$ cat config.mk
export PLATFORM = sky130hd
export DESIGN_NAME = sgrm_front
export DESIGN_NICKNAME = d
export VERILOG_FILES = /design/src/sgrm_pkg.sv /design/src/sgrm_front.sv
export SDC_FILE = /design/constraint.sdc
export NUM_CORES = 1
export LEC_CHECK = 0
export BUFFER_PORTS_ARGS = -buffer_cell sky130_fd_sc_hd__buf_2
export CAP_MARGIN = 20
export CORE_UTILIZATION = 55
export CTS_BUF_LIST = sky130_fd_sc_hd__clkbuf_8
export DETAILED_ROUTE_END_ITERATION = 8
export PLACE_DENSITY_LB_ADDON = 0.3
export SLEW_MARGIN = 0
export SYNTH_ARGS = -nofsm -noshare
export SYNTH_HDL_FRONTEND = slang
export SYNTH_SLANG_ARGS = --single-unit
$ cat constraint.sdc
create_clock -name i_clk -period 5.4 [get_ports i_clk]
set_input_delay 0.27 -clock i_clk [delete_from_list [all_inputs] [get_ports i_clk]]
set_output_delay 0.27 -clock i_clk [all_outputs]
set_load 0.1 [all_outputs]
$ cat src/sgrm_pkg.sv
// ----------------------------------------------------------------------------
// sgrm_pkg
// Shared types, constants and arithmetic helpers of the spectral gain mixer.
// ----------------------------------------------------------------------------
package sgrm_pkg;

    localparam int HALF_BINS  = 1024;
    localparam int IDX_W      = $clog2(HALF_BINS);
    localparam int Q_ONE      = 65536;
    localparam int PEAK_FLOOR = 1311;
    localparam int CFG_W      = 17;
    localparam int CFG_IDX_W  = 3;
    localparam int QDEPTH     = 2;

    typedef enum logic [CFG_IDX_W-1:0] {
        CFG_ENABLE,
        CFG_RES_ONLY,
        CFG_WHITENING,
        CFG_REDUCTION,
        CFG_PEAK_DECAY,
        CFG_SMOOTHING
    } t_cfg_idx;

    typedef struct packed {
        logic        enable;
        logic        res_only;
        logic [16:0] wamt;
        logic [16:0] red;
        logic [15:0] decay;
        logic [16:0] srate;
    } t_cfg;

    typedef struct packed {
        logic signed [31:0] bin;
        logic [16:0]        gain;
        logic               active;
        logic               last;
    } t_item;

    typedef struct packed {
        logic clearing;
    } t_bk_status;

    typedef enum logic [3:0] {
        S_CLR, S_IDLE, S_MIX, S_MIXU, S_DEN, S_RES, S_PEAK, S_DIV,
        S_WB1, S_WB2, S_FIN1, S_FIN2, S_X1, S_X2, S_OUT
    } t_state;

    typedef logic signed [50:0] t_prod;

    function automatic logic [16:0] clamp_one(input logic [16:0] v);
        return (v > 17'(Q_ONE)) ? 17'(Q_ONE) : v;
    endfunction

    // round half up at bit 16, then saturate to 32 bits
    function automatic logic signed [31:0] rnd_sat(input logic signed [51:0] p);
        logic signed [51:0] s;
        s = (p + 52'sd32768) >>> 16;
        if (s > 52'sd2147483647)
            return 32'sh7FFFFFFF;
        if (s < -52'sd2147483648)
            return 32'sh80000000;
        return s[31:0];
    endfunction

    function automatic logic signed [31:0] sat33(input logic signed [32:0] v);
        if (v > 33'sd2147483647)
            return 32'sh7FFFFFFF;
        if (v < -33'sd2147483648)
            return 32'sh80000000;
        return v[31:0];
    endfunction

endpackage

$ cat src/sgrm_front.sv
// ----------------------------------------------------------------------------
// sgrm_front
// Input side: takes requests, clamps the gain and queues them for the back end.
// ----------------------------------------------------------------------------
module sgrm_front (
    input  logic                    i_clk,
    input  logic                    i_rst_n,
    input  logic                    i_in_valid,
    output logic                    o_in_stall,
    input  logic signed [31:0]      i_bin_value,
    input  logic [16:0]             i_bin_gain,
    input  logic                    i_frame_active,
    input  logic                    i_last_bin,
    input  sgrm_pkg::t_bk_status    i_status,
    output logic                    o_q_valid,
    output sgrm_pkg::t_item         o_q_item,
    input  logic                    i_q_pop
);

    sgrm_pkg::t_item r_q [sgrm_pkg::QDEPTH];
    logic            r_wp, n_wp;
    logic            r_rp, n_rp;
    logic [1:0]      r_cnt, n_cnt;
    logic            w_push;
    sgrm_pkg::t_item w_item;

    assign o_in_stall = (r_cnt == 2'(sgrm_pkg::QDEPTH)) || i_status.clearing;
    assign w_push     = i_in_valid && !o_in_stall;
    assign o_q_valid  = (r_cnt != 2'd0);
    assign o_q_item   = r_q[r_rp];

    always_comb begin
        w_item.bin    = i_bin_value;
        w_item.gain   = sgrm_pkg::clamp_one(i_bin_gain);
        w_item.active = i_frame_active;
        w_item.last   = i_last_bin;
        n_wp  = w_push  ? ~r_wp : r_wp;
        n_rp  = i_q_pop ? ~r_rp : r_rp;
        n_cnt = r_cnt + 2'(w_push) - 2'(i_q_pop);
    end

    always_ff @(posedge i_clk) begin
        if (!i_rst_n) begin
            r_wp  <= 1'b0;
            r_rp  <= 1'b0;
            r_cnt <= 2'd0;
        end else begin
            r_wp  <= n_wp;
            r_rp  <= n_rp;
            r_cnt <= n_cnt;
        end
    end

    always_ff @(posedge i_clk) begin
        if (w_push) begin
            r_q[r_wp] <= w_item;
        end
    end

endmodule

==> impl_results.md, run 1 <==
* CTS max path bufs at 2
* Horiz. Die Dim at 88.5 um
* Total grt overflow at 0
* Met3 Track Usage GR at 0.0410
* CTS Sinks at approximately 110
* Row cnt at 31
* Crit path arrival time at 2.19 ns
* Post-DP HPWL at 4340 um
* Worst flop-to-flop path startpoint: r_cnt[1]
* Vias in the first global route at 2,143
* Post-route clock skew at 0.00872 ns
* Hold_buf cts at 0
* Drt wl/cell at 15.9 um
* I/O pins at about 110
* DRT antenna net count at 0
* CORE AREA at around 7300 sq um
* Placed Instances at 412
* Post-synthesis sequential area ratio at 0.769
* Largest family of logic cells by synthesized area: multiplexers
* Post-CTS Setup Inserts at 0
* Most common cell after layout, fill and taps aside: buf_2
* Synthesis Warnings at 0
* Req. time, crit path at 5.13 ns
* Reg2reg path depth at 4
* Synth Area in Adders at 0.00608
* Compound-Gate Fraction of Synth Area at 0.00974
* Hold path start: i_bin_value[30]
* CTS tree: built
* Routed via count at 2,192
* GR peak layer: met2
* Setup crit end kind: output pin
* Lkg Pwr at about 1.8 nW
* Die Ht at 88.5 um
* Vias per cell at 5.11
* DRC viols at 0
* R2r setup slk at 3.50 ns
* Mapped Area at ~4100 sq um
* Fin cells at 429
* Peak supply drop at 0.000187 V
* Yosys reg bits at 107
* Worst Max-Slew Pin Slew at 0.694 ns
* CTS Root Cell: clkbuf_8
* WHS Endpoint: r_q[1][49]
* # Max-Cap Violations at 0
* Status: finished clean
* Crit-path max FO at 29
* Gpl congestion at around 0.7
* Initial Utilization at 0.567
* Endpoints failing setup at 0
* WL final at a little under 7000 um
* Syn Nets at 268
* Post-synthesis xor/xnor area fraction at 0.00426
* DIE AREA at 7830 sq um
* Final worst path period share at 0.456
* Met2 Use GR at 0.308
* First drt pass iteration count at 4
* Initial DRC Count at 76
* Hold Path Class: in -> reg
* Initial antenna violation count at 0
* Met1 Resource Use GR at 0.207
* Area Overhead vs Synth at 20.9%
* Clock-pin slew on the worst setup and hold paths at 0.09 ns
* Crit path kind: reg -> out
* Post-synthesis mux area share at 0.140
* CP Launch Type: flop
* Layout cells sized above 1 at 0.570
* Finished Core Util at 0.686
* Post-synthesis simple-gate area fraction at 0.0578
* Most frequent cells in the layout: buf_2, edfxtp_1, mux2_2, nor2b_1, clkbuf_8
* Overall routing resource usage at 0.175
* RSZ-0062 raised after global routing: no
* Setup TNS at 0 ns
* Post-synth cell types at 22
* Skew-Pair Late Insertion Delay at 0.35 ns
* First-pass GRT wire length at roughly 9800 um
* Slew Viols, Final at 0
* Syn_area_per_cell at 19.6 sq um
* Port Buffers at 108
* Post-Synthesis Cells at 210
* Crit Reg-Reg Endpoint: r_q[1][50]
* Slew margin rel. at 0.537
* Final min period at 2.46 ns
* FMAX at 406 MHz
* Post-CTS Resized at 0
* Hold Path Stages at 1
* Final hold vios at 0
* H-tree depth at 3
* Cell Pwr Density at between 300 and 400 nW/um^2
* Nets@finish at 383
* # diodes at 0
* Largest net degree at the start of global routing at 52
* CTS Buf Count at 9
==> power breakdown <==
| group | internal, mW | switching, mW |
|---|---|---|
| Sequential | 0.951 | 0.0158 |
| Combinational | 0.0957 | 0.378 |
| Clock | 0.209 | 0.247 |
| Total | 1.26 | 0.641 |
==> per-stage QoR <==
step	hold slack [ns]	setup WS (ns)	area [sq um]	total power, mW
final	0.103	2.94	4970	1.90
after detailed placement	0.462	3.20	4770	1.46
after global routing	0.0857	2.79	4970	1.96
after global placement	0.457	3.23	4770	1.45
after floorplan	0.369	2.02	4110	1.38
after CTS	0.0858	2.88	4950	1.91
==> how the worst max path moves through the flow <==
stage	startpoint	cells past startpoint	endpoint	slack [ns]
floorplan	r_cnt[1]	3	r_q[1][0]	2.02
global placement	i_status	3	r_q[0][47]	3.23
detailed placement	i_status	3	r_q[0][47]	3.20
CTS	flop	3	o_q_item[26]	2.88
global route	flop	3	o_q_item[26]	2.79
finish	flop	3	o_q_item[43]	2.94
==> sequential cells by signal (all words and copies together), names as in the netlist, named ones only <==
name   cells
r_rp       1
r_cnt      2
r_q      102
r_wp       1
==> layer usage <==
metal  up-vias  wire (um)
met5         -          0
met4         0         82
met3         9        325
met2        72       3480
met1      1081       2940
li1       1030          -
==> cell type report <==
type / instances / area, sq um
Clock buffer: 9 / 124
Tap cell: 99 / 124
Fill cell: 494 / 2280
Clock inverter: 7 / 60.1
Sequential cell: 107 / 3160
Multi-Input combinational cell: 90 / 902
Timing Repair Buffer: 111 / 576
Inverter: 6 / 22.5
==> synth_stat cells, drive strengths merged <==
cell type	count	share of area
a21oi	1	0.0012
a41oi	1	0.0067
and2	2	0.0030
buf	5	0.0061
clkbuf	2	0.0018
dfxtp	5	0.024
edfxtp	102	0.74
ha	2	0.0061
inv	6	0.0055
mux2	51	0.14
nor2	4	0.0036
nor2b	17	0.027
nor3	1	0.0012
nor4	4	0.016
o31ai	1	0.0018
or2	2	0.0030
or3	1	0.0015
or4	1	0.0018
xnor2	1	0.0021
xor2	1	0.0021
==> cell families after synthesis <==
group | Yosys count
and+or+nand+nor | 32
muxes | 51
buffers and inverters | 13
xor gates and xnor gates | 2
adders and majority gates | 2
AOI/OAI and AO/OA | 3
DFF | 107
==> critical path, stage by stage (launching register included) <==
cell and delay [ns]:
dfxtp_2 0.68, buf_4 0.45, mux2_2 0.39, buf_2 0.29
No activity file was read; power rests on OpenSTA's default activity.
==> run 2: changes to the inputs <==
--- a/config.mk
+++ b/config.mk
@@ -7,7 +7,7 @@
 export LEC_CHECK = 0
 export BUFFER_PORTS_ARGS = -buffer_cell sky130_fd_sc_hd__buf_2
 export CAP_MARGIN = 20
-export CORE_UTILIZATION = 55
+export CORE_UTILIZATION = 54
 export CTS_BUF_LIST = sky130_fd_sc_hd__clkbuf_8
 export DETAILED_ROUTE_END_ITERATION = 8
 export PLACE_DENSITY_LB_ADDON = 0.3
==> constraint.sdc (replaced) <==
create_clock -name i_clk -period 2.3 [get_ports i_clk]
set_input_delay 0.115 -clock i_clk [delete_from_list [all_inputs] [get_ports i_clk]]
set_output_delay 0.115 -clock i_clk [all_outputs]
set_load 0.1 [all_outputs]
==> run 2 against run 1 <==
- count of clock-buffer cells in the layout is the same
- die area grew 1.8%
- clock skew grew 0.0019 ns
- register-to-register slack lost 3.1 ns
- sequential share of layout area shrank 4.5 points
- critical endpoint is now r_cnt[1]
- highest routed layer unchanged
==> impl_results.md, run 2 (synthesized netlist as in run 1, its figures left out) <==
* Status: finished clean
* H-tree depth at 3
* Clock share of power at 0.246
* Slew Viols, Final at 0
* Largest net degree at the start of global routing at 52
* R2r setup slk at 0.43 ns
* Cell Pwr Density at 852 nW/um^2
* Max reg flops at 102
* Initial Utilization at 0.564
* Most common cell after layout, fill and taps aside: buf_2
* Port Buffers at 108
* First drt pass iteration count at 4
* Post-route clock skew at 0.0106 ns
* Layout cells sized above 1 at 0.523
* Seq pwr share at 0.495
* Initial DRC Count at around 110
* WHS Endpoint: r_rp
* Crit path arrival time at 2.15 ns
* Endpoints failing setup at 0
* CTS Buf Count at 9
* CP Launch Type: flop
* Final hold vios at 0
* Setup crit end kind: flop
* First-pass GRT wire length at 10,500 um
* CTS tree: built
* CORE AREA at 7290 sq um
* Row cnt at 31
* Most frequent cells in the layout: buf_2, edfxtp_1, mux2_2, dlygate4sd3_1, nor2b_1
* Placed Instances at 415
* WL final at 7330 um
* Peak supply drop at 0.000564 V
* Final worst path period share at 0.814
* Area Overhead vs Synth at 30.1%
* CP max stage delay at 0.37 ns
* # Max-Cap Violations at 0
* Switching share of power at 0.339
* Vias per cell at 4.88
* Worst flop-to-flop path startpoint: r_cnt[1]
* # diodes at 0
* Slew margin rel. at 0.663
* Gpl congestion at approximately 0.74
* RSZ-0062 raised after global routing: no
* Post-CTS Resized at 0
* Hold_buf cts at 35
* I/O pins at 109
* Fin cells at 466
* Total grt overflow at 0
* CTS Root Cell: clkbuf_8
* Nets@finish at between 400 and 500
* Reg2reg path depth at 8
* Setup TNS at 0 ns
* FMAX at 534 MHz
* Overall routing resource usage at 0.186
* Top reg by flops: r_q
* Crit path kind: reg -> reg
* Routed via count at around 2.3k
* Internal at 3.01 mW
* Post-DP HPWL at 4330 um
* Final min period at approximately 1.9 ns
* Initial antenna violation count at 0
* Most frequent CP cell: ha_1
* Horiz. Die Dim at 89.3 um
* Critical path's slowest cell: or3_1
* Clock-pin slew on the worst setup and hold paths at 0.09 ns
* Req. time, crit path at 2.58 ns
* Hold path start: i_q_pop
* CTS max path bufs at 2
* Vias in the first global route at 2,280
* Crit-path max FO at 4
* Drt wl/cell at 15.7 um
* Crit path cell chain: nor2b_1, or3_1, ha_1, inv_1, ha_1, xor2_1, and2_1, nor3_1
* Comb pwr share at 0.259
* Number of buffers and inverters on the critical path at 1
* CTS Sinks at 107
* Hold Path Class: in -> reg
* Crit Reg-Reg Endpoint: r_cnt[1]
* Dpl ws at 0.440 ns
* Lkg Pwr at between 2 and 2.5 nW
* Hold Path Stages at 3
* DRC viols at 0
* Sw Pwr at 1.55 mW
* Top Registers: r_q x102, r_cnt x2
* DIE AREA at 7970 sq um
* Skew-Pair Late Insertion Delay at ~0.35 ns
* DRT antenna net count at 0
* Die Ht at 89.3 um
* Worst Max-Slew Pin Slew at 0.509 ns
* Post-CTS Setup Inserts at 0
* Crit path max-delay family: simple AND/OR/NAND/NOR gates
* Post-route setup slack at about 0.43 ns
==> run 2: cell types whose count changed in the layout (fill, tap and decap cells not counted) <==
cell,before,now
dlygate4sd3_1,0,35
inv_6,0,3
clkinv_1,1,0
inv_1,6,5
clkinv_2,3,2
buf_4,2,4
==> run 2: area by class of cell <==
type | count | area [sq um]
Inverter | 6 | 22.5
Timing Repair Buffer | 148 | 941
Fill cell | 488 | 1940
Clock inverter | 7 | 73.8
Clock buffer | 9 | 124
Sequential cell | 107 | 3160
Tap cell | 99 | 124
Multi-Input combinational cell | 90 | 902
==> run 2: worst reg2reg max path, cell delays in order (launching register included) <==
cell and delay [ns]:
dfxtp_1 0.34, nor2b_1 0.16, or3_1 0.37, ha_1 0.30, inv_1 0.04, ha_1 0.18
xor2_1 0.14, and2_1 0.15, nor3_1 0.12
==> run 2: through the flow <==
| stage | hold WS [ns] | utilization | area (sq um) | total power, mW |
|---|---|---|---|---|
| floorplan | 0.214 | - | 4120 | 3.24 |
| global placement | 0.303 | 0.659 | 4800 | 3.42 |
| detailed placement | 0.306 | 0.659 | 4800 | 3.44 |
| CTS | 0.0641 | 0.734 | 5350 | 4.58 |
| global route | 0.0733 | 0.734 | 5350 | 4.72 |
| finish | 0.0678 | 0.734 | 5350 | 4.56 |
==> run 2: power by group through the flow <==
stage / clock network, mW / registers (mW) / logic (mW)
floorplan: 0 / 2.30 / 0.941
global placement: 0 / 2.30 / 1.13
detailed placement: 0 / 2.30 / 1.14
CTS: 1.14 / 2.26 / 1.18
global route: 1.23 / 2.27 / 1.23
finish: 1.12 / 2.26 / 1.18
==> run 2: worst max path at each step <==
stage                     slack, ns     start  cells after the start         to
final                          0.43  r_cnt[1]                      8   r_cnt[1]
after global placement         0.50  r_cnt[1]                      8   r_cnt[1]
after CTS                      0.43  r_cnt[1]                      8   r_cnt[1]
after detailed placement       0.44  r_cnt[1]                      8   r_cnt[1]
after floorplan                0.02  r_cnt[1]                      3  r_q[0][0]
after global routing           0.35  r_cnt[1]                      8   r_cnt[1]
==> run 2: metal layers <==
metal | vias to the layer above | wire (um) | track usage
met5 | - | 0 | 0
met4 | 0 | 96 | 0.0649
met3 | 8 | 447 | 0.0628
met2 | 74 | 3610 | 0.306
met1 | 1084 | 3170 | 0.232
li1 | 1109 | - | -
